--- src/rtl/core/texaddr_pkg.sv ---
// shared types, codes and constants of the texel address generator
package texaddr_pkg;

    // number of register stages from request to result
    localparam int unsigned STAGES = 5;

    // width of a coordinate after scaling by the level size
    localparam int unsigned SCALE_W = 48;

    // half a texel in Q16
    localparam logic [SCALE_W-1:0] HALF_TEXEL = SCALE_W'(32768);

    // widest texel index inside one level
    localparam int unsigned IDX_W = 15;

    typedef enum logic [2:0] {
        FMT_CLUT8    = 3'd0,
        FMT_CLUT4    = 3'd1,
        FMT_RGB565   = 3'd2,
        FMT_ARGB1555 = 3'd3,
        FMT_ARGB4444 = 3'd4
    } fmt_t;

    typedef enum logic [1:0] {
        WRAP_REPEAT = 2'd0,
        WRAP_CLAMP  = 2'd1,
        WRAP_MIRROR = 2'd2
    } wrap_t;

    // one request beat as it arrives
    typedef struct packed {
        logic signed [31:0] coord_u;
        logic signed [31:0] coord_v;
        logic [7:0]         detail_level;
        logic [31:0]        texture_base;
        logic [31:0]        mode_word;
    } req_t;

    // per-request control carried down the pipe
    typedef struct packed {
        logic [31:0] base;
        logic [3:0]  lw;
        logic [3:0]  lh;
        logic [3:0]  level;
        logic [31:0] loff;
        logic [1:0]  wrap_u;
        logic [1:0]  wrap_v;
        logic        bil;
        logic        clut;
        logic        clut4;
        logic        is16;
        logic        err;
    } ctl_t;

    // after decode
    typedef struct packed {
        ctl_t               ctl;
        logic signed [31:0] coord_u;
        logic signed [31:0] coord_v;
    } s1_t;

    // after scaling
    typedef struct packed {
        ctl_t        ctl;
        logic [31:0] iu0;
        logic [31:0] iv0;
        logic [7:0]  fu;
        logic [7:0]  fv;
    } s2_t;

    // after wrapping
    typedef struct packed {
        ctl_t             ctl;
        logic [7:0]       fu;
        logic [7:0]       fv;
        logic [IDX_W-1:0] wu0;
        logic [IDX_W-1:0] wu1;
        logic [IDX_W-1:0] wv0;
        logic [IDX_W-1:0] wv1;
    } s3_t;

    // one result beat
    typedef struct packed {
        logic [31:0] tap_addr_0;
        logic [31:0] tap_addr_1;
        logic [31:0] tap_addr_2;
        logic [31:0] tap_addr_3;
        logic [7:0]  frac_u;
        logic [7:0]  frac_v;
        logic [3:0]  mip_level;
        logic        use_bilinear;
        logic        is_palette;
        logic        nibble_select;
        logic        byte_select;
        logic        mode_fault;
    } res_t;

endpackage

--- src/rtl/core/texel_address_generator.sv ---
// top level of the texel address generator: pipeline control and stage hookup
// A beat passes the decode, scale, wrap, offset and address stage registers.
// Throughput: one request per cycle; stages holding no beat fill up behind a
// stalled output, so req_stall rises only when all five stages are occupied.
// Reset (rst_n low, asynchronous) empties every stage; no result is shown
// until a request is taken after reset.
module texel_address_generator (
    input  logic               clk,
    input  logic               rst_n,
    input  logic               req_valid,
    output logic               req_stall,
    input  logic signed [31:0] coord_u,
    input  logic signed [31:0] coord_v,
    input  logic [7:0]         detail_level,
    input  logic [31:0]        texture_base,
    input  logic [31:0]        mode_word,
    output logic               rsp_valid,
    input  logic               rsp_stall,
    output logic [31:0]        tap_addr_0,
    output logic [31:0]        tap_addr_1,
    output logic [31:0]        tap_addr_2,
    output logic [31:0]        tap_addr_3,
    output logic [7:0]         frac_u,
    output logic [7:0]         frac_v,
    output logic [3:0]         mip_level,
    output logic               use_bilinear,
    output logic               is_palette,
    output logic               nibble_select,
    output logic               byte_select,
    output logic               mode_fault
);
    import texaddr_pkg::*;

    logic [STAGES-1:0] valid_reg;
    logic [STAGES-1:0] valid_next;
    logic [STAGES-1:0] adv;
    req_t              req;
    s1_t               s1;
    s2_t               s2;
    s3_t               s3;
    res_t              res;

    // a stage moves when it is empty or the stage after it moves
    always_comb
    begin
        adv[STAGES-1] = !valid_reg[STAGES-1] || !rsp_stall;
        for (int i = STAGES-2; i >= 0; i--)
        begin
            adv[i] = !valid_reg[i] || adv[i+1];
        end
        valid_next[0] = adv[0] ? req_valid : valid_reg[0];
        for (int i = 1; i < STAGES; i++)
        begin
            valid_next[i] = adv[i] ? valid_reg[i-1] : valid_reg[i];
        end
    end

    // valid bits travel with the beats
    always_ff @(posedge clk or negedge rst_n)
    begin
        if (!rst_n)
        begin
            valid_reg <= '0;
        end
        else
        begin
            valid_reg <= valid_next;
        end
    end

    assign req_stall = !adv[0];
    assign rsp_valid = valid_reg[STAGES-1];

    // request beat
    always_comb
    begin
        req.coord_u      = coord_u;
        req.coord_v      = coord_v;
        req.detail_level = detail_level;
        req.texture_base = texture_base;
        req.mode_word    = mode_word;
    end

    texaddr_decode u_decode (
        .clk  (clk),
        .load (adv[0]),
        .req  (req),
        .s1   (s1)
    );

    texaddr_scale u_scale (
        .clk  (clk),
        .load (adv[1]),
        .s1   (s1),
        .s2   (s2)
    );

    texaddr_wrap u_wrap (
        .clk  (clk),
        .load (adv[2]),
        .s2   (s2),
        .s3   (s3)
    );

    texaddr_addr u_addr (
        .clk        (clk),
        .load_total (adv[3]),
        .load_addr  (adv[4]),
        .s3         (s3),
        .res        (res)
    );

    // result beat
    assign tap_addr_0    = res.tap_addr_0;
    assign tap_addr_1    = res.tap_addr_1;
    assign tap_addr_2    = res.tap_addr_2;
    assign tap_addr_3    = res.tap_addr_3;
    assign frac_u        = res.frac_u;
    assign frac_v        = res.frac_v;
    assign mip_level     = res.mip_level;
    assign use_bilinear  = res.use_bilinear;
    assign is_palette    = res.is_palette;
    assign nibble_select = res.nibble_select;
    assign byte_select   = res.byte_select;
    assign mode_fault    = res.mode_fault;

endmodule

--- src/rtl/core/texaddr_decode.sv ---
// stage one: mode word decode, mip level choice and level offset
module texaddr_decode (
    input  logic               clk,
    input  logic               load,
    input  texaddr_pkg::req_t  req,
    output texaddr_pkg::s1_t   s1
);
    import texaddr_pkg::*;

    s1_t        s1_reg;
    s1_t        s1_next;
    logic [2:0] fmt;
    logic       bil_req;
    logic [3:0] log2w;
    logic [3:0] log2h;
    logic [3:0] max_lvl;
    logic       mip_en;
    logic       clut;
    logic       is16;
    logic [3:0] chain;
    logic       lvl_over;
    logic [3:0] cap;
    logic [3:0] req_lvl;
    logic [3:0] level;
    logic [4:0] sum_lg;
    logic [5:0] diff;
    logic [31:0] loff;

    // unpack the mode word and work out level, sizes and error flags
    always_comb
    begin
        fmt     = req.mode_word[2:0];
        bil_req = req.mode_word[3];
        log2w   = req.mode_word[11:8];
        log2h   = req.mode_word[15:12];
        max_lvl = req.mode_word[19:16];
        mip_en  = req.mode_word[20];

        unique case (fmt) inside
            FMT_CLUT8, FMT_CLUT4:
            begin
                clut = 1'b1;
                is16 = 1'b0;
            end
            FMT_RGB565, FMT_ARGB1555, FMT_ARGB4444:
            begin
                clut = 1'b0;
                is16 = 1'b1;
            end
            default:
            begin
                clut = 1'b0;
                is16 = 1'b0;
            end
        endcase

        chain    = (log2w < log2h) ? log2w : log2h;
        lvl_over = max_lvl > chain;
        cap      = lvl_over ? chain : max_lvl;
        req_lvl  = mip_en ? req.detail_level[7:4] : 4'd0;
        level    = (req_lvl > cap) ? cap : req_lvl;

        // levels above this one occupy distinct powers of two, so each
        // offset bit is set on its own
        sum_lg = {1'b0, log2w} + {1'b0, log2h};
        diff   = '0;
        loff   = '0;
        for (int j = 0; j < 32; j++)
        begin
            diff    = {1'b0, sum_lg} - 6'(j);
            loff[j] = (6'(j) <= {1'b0, sum_lg}) && !diff[0]
                      && (diff[5:1] < {1'b0, level});
        end

        s1_next.ctl.base   = req.texture_base;
        s1_next.ctl.lw     = log2w - level;
        s1_next.ctl.lh     = log2h - level;
        s1_next.ctl.level  = level;
        s1_next.ctl.loff   = loff;
        s1_next.ctl.wrap_u = req.mode_word[5:4];
        s1_next.ctl.wrap_v = req.mode_word[7:6];
        s1_next.ctl.bil    = bil_req && !clut;
        s1_next.ctl.clut   = clut;
        s1_next.ctl.clut4  = (fmt == FMT_CLUT4);
        s1_next.ctl.is16   = is16;
        s1_next.ctl.err    = (bil_req && clut) || (|req.mode_word[31:21])
                             || lvl_over || (!clut && !is16);
        s1_next.coord_u    = req.coord_u;
        s1_next.coord_v    = req.coord_v;
    end

    // stage register
    always_ff @(posedge clk)
    begin
        if (load)
        begin
            s1_reg <= s1_next;
        end
    end

    assign s1 = s1_reg;

endmodule

--- src/rtl/core/texaddr_scale.sv ---
// stage two: scale coordinates to the level, half-texel bias, split integer and fraction
module texaddr_scale (
    input  logic             clk,
    input  logic             load,
    input  texaddr_pkg::s1_t s1,
    output texaddr_pkg::s2_t s2
);
    import texaddr_pkg::*;

    s2_t                s2_reg;
    s2_t                s2_next;
    logic [SCALE_W-1:0] su;
    logic [SCALE_W-1:0] sv;
    logic [SCALE_W-1:0] bias;
    logic [SCALE_W-1:0] tu;
    logic [SCALE_W-1:0] tv;

    // sign-extend, shift by the level size, subtract the bias
    always_comb
    begin
        su   = {{(SCALE_W-32){s1.coord_u[31]}}, s1.coord_u};
        sv   = {{(SCALE_W-32){s1.coord_v[31]}}, s1.coord_v};
        bias = s1.ctl.bil ? HALF_TEXEL : '0;
        tu   = (su << s1.ctl.lw) - bias;
        tv   = (sv << s1.ctl.lh) - bias;

        s2_next.ctl = s1.ctl;
        s2_next.iu0 = tu[47:16];
        s2_next.iv0 = tv[47:16];
        s2_next.fu  = s1.ctl.bil ? tu[15:8] : 8'd0;
        s2_next.fv  = s1.ctl.bil ? tv[15:8] : 8'd0;
    end

    // stage register
    always_ff @(posedge clk)
    begin
        if (load)
        begin
            s2_reg <= s2_next;
        end
    end

    assign s2 = s2_reg;

endmodule

--- src/rtl/core/texaddr_wrap.sv ---
// stage three: repeat, clamp or mirror of both texel columns and rows
module texaddr_wrap (
    input  logic             clk,
    input  logic             load,
    input  texaddr_pkg::s2_t s2,
    output texaddr_pkg::s3_t s3
);
    import texaddr_pkg::*;

    s3_t         s3_reg;
    s3_t         s3_next;
    logic [31:0] iu1;
    logic [31:0] iv1;

    // fold a two's-complement index into one level of 2^lg texels
    function automatic logic [IDX_W-1:0] wrap_idx(
        input logic [31:0] t,
        input logic [1:0]  mode,
        input logic [3:0]  lg
    );
        logic [IDX_W:0]   mask_w;
        logic [IDX_W-1:0] mask;
        logic [IDX_W:0]   low_bits;
        logic [IDX_W-1:0] lo;
        logic [IDX_W-1:0] r;
        mask_w   = ((IDX_W+1)'(1) << lg) - (IDX_W+1)'(1);
        mask     = mask_w[IDX_W-1:0];
        low_bits = t[IDX_W:0];
        lo       = t[IDX_W-1:0] & mask;
        case (mode)
            WRAP_REPEAT: r = lo;
            WRAP_CLAMP:
            begin
                if (t[31])
                    r = '0;
                else if (t > 32'(mask))
                    r = mask;
                else
                    r = t[IDX_W-1:0];
            end
            WRAP_MIRROR: r = low_bits[lg] ? (~lo & mask) : lo;
            default:     r = lo;
        endcase
        return r;
    endfunction

    // neighbour indices and their wrapped forms
    always_comb
    begin
        iu1 = s2.iu0 + 32'd1;
        iv1 = s2.iv0 + 32'd1;

        s3_next.ctl = s2.ctl;
        s3_next.fu  = s2.fu;
        s3_next.fv  = s2.fv;
        s3_next.wu0 = wrap_idx(s2.iu0, s2.ctl.wrap_u, s2.ctl.lw);
        s3_next.wu1 = wrap_idx(iu1,    s2.ctl.wrap_u, s2.ctl.lw);
        s3_next.wv0 = wrap_idx(s2.iv0, s2.ctl.wrap_v, s2.ctl.lh);
        s3_next.wv1 = wrap_idx(iv1,    s2.ctl.wrap_v, s2.ctl.lh);
    end

    // stage register
    always_ff @(posedge clk)
    begin
        if (load)
        begin
            s3_reg <= s3_next;
        end
    end

    assign s3 = s3_reg;

endmodule

--- src/rtl/core/texaddr_addr.sv ---
// stages four and five: texel offsets within the chain, then byte addresses
module texaddr_addr (
    input  logic             clk,
    input  logic             load_total,
    input  logic             load_addr,
    input  texaddr_pkg::s3_t s3,
    output texaddr_pkg::res_t res
);
    import texaddr_pkg::*;

    logic [31:0] total_reg [4];
    logic [31:0] total_next [4];
    ctl_t        ctl_reg;
    logic [7:0]  fu_reg;
    logic [7:0]  fv_reg;
    logic [31:0] bytes [4];
    logic [31:0] addr [4];
    res_t        res_reg;
    res_t        res_next;

    // row-major texel offset of each tap, level offset added in
    always_comb
    begin
        total_next[0] = s3.ctl.loff + (32'(s3.wv0) << s3.ctl.lw) + 32'(s3.wu0);
        total_next[1] = s3.ctl.loff + (32'(s3.wv0) << s3.ctl.lw) + 32'(s3.wu1);
        total_next[2] = s3.ctl.loff + (32'(s3.wv1) << s3.ctl.lw) + 32'(s3.wu0);
        total_next[3] = s3.ctl.loff + (32'(s3.wv1) << s3.ctl.lw) + 32'(s3.wu1);
    end

    always_ff @(posedge clk)
    begin
        if (load_total)
        begin
            total_reg <= total_next;
            ctl_reg   <= s3.ctl;
            fu_reg    <= s3.fu;
            fv_reg    <= s3.fv;
        end
    end

    // texel size scaling and base add
    always_comb
    begin
        for (int k = 0; k < 4; k++)
        begin
            if (ctl_reg.is16)
                bytes[k] = {total_reg[k][30:0], 1'b0};
            else if (ctl_reg.clut4)
                bytes[k] = {1'b0, total_reg[k][31:1]};
            else
                bytes[k] = total_reg[k];
            addr[k] = ctl_reg.base + bytes[k];
        end

        res_next.tap_addr_0    = addr[0];
        res_next.tap_addr_1    = addr[1];
        res_next.tap_addr_2    = addr[2];
        res_next.tap_addr_3    = addr[3];
        res_next.frac_u        = fu_reg;
        res_next.frac_v        = fv_reg;
        res_next.mip_level     = ctl_reg.level;
        res_next.use_bilinear  = ctl_reg.bil;
        res_next.is_palette    = ctl_reg.clut;
        res_next.nibble_select = total_reg[0][0];
        res_next.byte_select   = addr[0][0];
        res_next.mode_fault    = ctl_reg.err;
    end

    // output register
    always_ff @(posedge clk)
    begin
        if (load_addr)
        begin
            res_reg <= res_next;
        end
    end

    assign res = res_reg;

endmodule

--- config.mk ---
export PLATFORM = sky130hd
export DESIGN_NAME = texel_address_generator
export DESIGN_NICKNAME = d
export VERILOG_FILES = /design/src/rtl/core/texaddr_pkg.sv /design/src/rtl/core/texel_address_generator.sv /design/src/rtl/core/texaddr_decode.sv /design/src/rtl/core/texaddr_scale.sv /design/src/rtl/core/texaddr_wrap.sv /design/src/rtl/core/texaddr_addr.sv
export SDC_FILE = /design/constraint.sdc
export NUM_CORES = 2
export LEC_CHECK = 0
export BUFFER_PORTS_ARGS = -buffer_cell sky130_fd_sc_hd__buf_2
export CELL_PAD_IN_SITES_DETAIL_PLACEMENT = 1
export CELL_PAD_IN_SITES_GLOBAL_PLACEMENT = 2
export CORE_ASPECT_RATIO = 1.4
export CORE_UTILIZATION = 40
export DETAILED_ROUTE_END_ITERATION = 6
export PLACE_DENSITY_LB_ADDON = 0.1
export SETUP_SLACK_MARGIN = 0.4
export SYNTH_ARGS = -nofsm -noshare
export SYNTH_HDL_FRONTEND = slang
export SYNTH_SLANG_ARGS = --single-unit
--- constraint.sdc ---
create_clock -name clk -period 8.3 [get_ports clk]
set_input_delay 0 -clock clk [delete_from_list [all_inputs] [get_ports clk]]
set_output_delay 0 -clock clk [all_outputs]
set_load 0.005 [all_outputs]
==> results.toml <==
[finish]
regArea_mm2 = 0.0243
post-route-util_pct = 46.7
drive_gt1_share_pct = 11.5
nets = 6514
fillers = 15300
final_cell_area_mm2 = 0.0653
largest_reg_flops = 165
multi_input_area_mm2 = 0.0305
syn_to_final_growth_pct = 15.4

[synthesis]
synthMuxAreaShare_pct = 7.36
ys_top_cells_by_count = "edfxtp_1 (804), ha_1 (533), nand2_1 (491), o21ai_0 (368), a21oi_1 (332)"
synth_top_family_by_area = "compound AO/OA/AOI/OAI gates"
synth_compound_area_share_pct = 15.4
syn_avg_cell_area_um2 = 10.5
synth_top_area_cell = "edfxtp_1"
synthSimpleGateAreaFrac_pct = 12.5
synth_fa_ha_area_share_pct = 12.4
synth_cell_type_count = 102
synth_edf_count = 804
synthXorXnorAreaFrac_pct = 6.21
ys.warnings.count = 0
async_flop_share_pct = 0.618
syn_area_mm2 = 0.0566
synthCells = 5364
synth_flop_cell = "edfxtp_1"
synth_top_area_share_pct = 42.7
seq_area_frac_synth_pct = 42.9
synth-seq-cells = 809
synth_area_leaders = "edfxtp_1 (43%), ha_1 (12%), xnor2_1 (4.4%)"
synthMostInstantiatedCell = "edfxtp_1"
synth_nets = 6050

[global_route]
grt_pass1_wl_mm = 260
grt_antenna_before_repair = 2
grt_max_degree = 133
overflow = 0
grt_usage_pct = 23.4
first_global_vias = 45200

[worst_setup_path]
required_ns = 8.75
arrival_ns = 7.76
worstSetupPathType = "input pin to flop"
max_stage_delay_ns = 0.58
crit_path_top_delay_cell = "dlygate4sd3_1"
start_kind = "input pin"
worstSetupEndpointType = "flop"
crit_fanout = 11

[sta]
tightest_slew_ns = 1.14
finClkSkew_ns = 0.0229
max_slew_margin_pct = 24.3
setup_viol = 0
fmax_ghz = 0.137
drv_slew = 0
period_minus_slack_ns = 7.32
hold_violations = 0
setup-tns-final_ns = 0
holdWs_ns = 0.0534
layout_setup_ws_ns = 0.984
post-route-period-util_pct = 88.1
rsz0062_at_grt = "no"

[placement]
placed_area_mm2 = 0.0601
portBuffers = 290
post-place-ws_ns = 1.04
gp_congestion = 0.897
dp_hpwl_mm = 128

[route]
vias_per_cell = 5.55
antenna_left = 0
wl_per_cell_um = 21.9
drt_first_pass_iters = 5
drc = 0
drt_iter0_drc = 1962
route.vias.total = 42800
routed_wl_mm = 169

[clock_network]
cts_tree = "yes"
post-cts-setup-buffers = 0
clk_path_buf_depth = 3
clock_sinks = 809
htreeDepth = 3
cts_made_buffers = 85
clkTransAtPathRegs_ns = 0.07
clockRootBuffer = "clkbuf_16"
clock_latency_ns = 0.70

[die]
initial_core_util_pct = 40.5
die_area_mm2 = 0.143
core_mm2 = 0.140
die_height_um = 447
rows = 162
die_x_um = 320
num_io_pins = 295

[power_and_ir_drop]
sequentialPowerShare_pct = 27.5
sw_frac_of_total_pct = 45.0
ir_drop_mv = 0.200
pwr-share-comb_pct = 58.9
p_leak_uw = 0.0268
power.density_mw_per_mm2 = 451
power.switching_uw = 13200
p_int_uw = 16200
clockPowerShare_pct = 13.6

[run]
max_cap_viol_count = 0

[status]
status = "finished clean"

[worst_hold_path]
hold_path_class = "input pin to flop"
## through the flow
| step | total power [µW] | cells |
|---|---|---|
| 2_1_floorplan | 20000 | 5364 |
| 3_3_place_gp | 25100 | 7320 |
| 3_5_place_dp | 25500 | 7320 |
| 4_1_cts | 29700 | 7702 |
| 5_1_grt | 31700 | 7703 |
| 6_report | 29400 | 7703 |
## per-layer routing
| metal | part of all wire [%] | global-route usage [%] | wire (µm) |
|---|---|---|---|
| met1 | 42 | 27.3 | 71000 |
| met2 | 53 | 44.7 | 89500 |
| met3 | 2.4 | 2.03 | 3970 |
| met4 | 2.5 | 7.04 | 4230 |
| met5 | 0 | 0 | 0 |
## final cells by class
type,instances,share of cell area [%]
Antenna cell,1,0.00383
Tap cell,1804,3.46
Clock inverter,53,1.00
Clock buffer,104,3.45
Inverter,264,1.53
Timing Repair Buffer,586,6.60
Multi-Input combinational cell,4082,46.8
Sequential cell,809,37.2
## cell families after synthesis
family                   Yosys count
XOR/XNOR                         401
flip-flops                       809
AO/OA/AOI/OAI                   1352
multiplexers                     322
buffers and inverters            473
AND/OR/NAND/NOR                 1454
adder cells (fa/ha/maj)          553
## critical path, delay by kind of cell
kind | cells | cell delay, ns
adders and majority gates | 6 | 1.88
muxes | 1 | 0.27
and+or+nand+nor | 6 | 0.67
buffers and inverters | 8 | 2.55
AOI/OAI and AO/OA | 10 | 2.08
xor gates and xnor gates | 2 | 0.29
## path summary, 6_finish.rpt
| kind | slack (ns) | cells past startpoint | endpoint | startpoint |
|---|---|---|---|---|
| worst min-delay path | 0.05 | 2 | u_decode.s1[134] | texture_base[17] |
| worst min register to register | 0.42 | 0 | u_wrap.s3[117] | u_scale.s2[121] |
| worst max-delay path | 0.98 | 33 | u_decode.s1[116] | mode_word[13] |
| max in group asynchronous | 7.89 | 3 | valid_reg[3] | rst_n |
| worst max register to register | 1.54 | 21 | u_addr.total_reg[123] | u_wrap.s3[125] |
| min in group asynchronous | 0.22 | 3 | valid_reg[0] | rst_n |
## power groups by stage
stage               Sequential [µW]  Combinational [µW]  Clock [µW]
global route                   8280               19200        4250
CTS                            8130               17500        4130
finish                         8100               17300        4000
detailed placement             8200               17300           0
floorplan                      7720               12300           0
global placement               8160               16900           0
## layout by cell type (no fill, tap or decap), drive strengths merged, types with 50 or more instances in the layout
cell type | Yosys | layout
nand3 | 115 | 115
nor2b | 68 | 68
nor3 | 84 | 84
clkbuf | 154 | 104
dlygate4sd3 | 0 | 225
inv | 261 | 269
and3 | 53 | 53
nand2b | 71 | 71
edfxtp | 804 | 804
a31oi | 66 | 66
a21o | 110 | 110
and2 | 73 | 73
nor2 | 304 | 304
buf | 55 | 361
a21oi | 334 | 334
mux4 | 72 | 72
nand2 | 491 | 491
xnor2 | 287 | 287
xor2 | 114 | 114
ha | 533 | 533
o21ai | 378 | 378
a211oi | 53 | 53
o21a | 50 | 50
mux2i | 219 | 219
## timing repair
action | CTS | global route
gates resized for setup | 0 | 3
endpoints found under the setup margin | 0 | 1
hold endpoints to repair | 134 | 0
hold buffers | 225 | 0
Power figures use the tool's default switching activity.
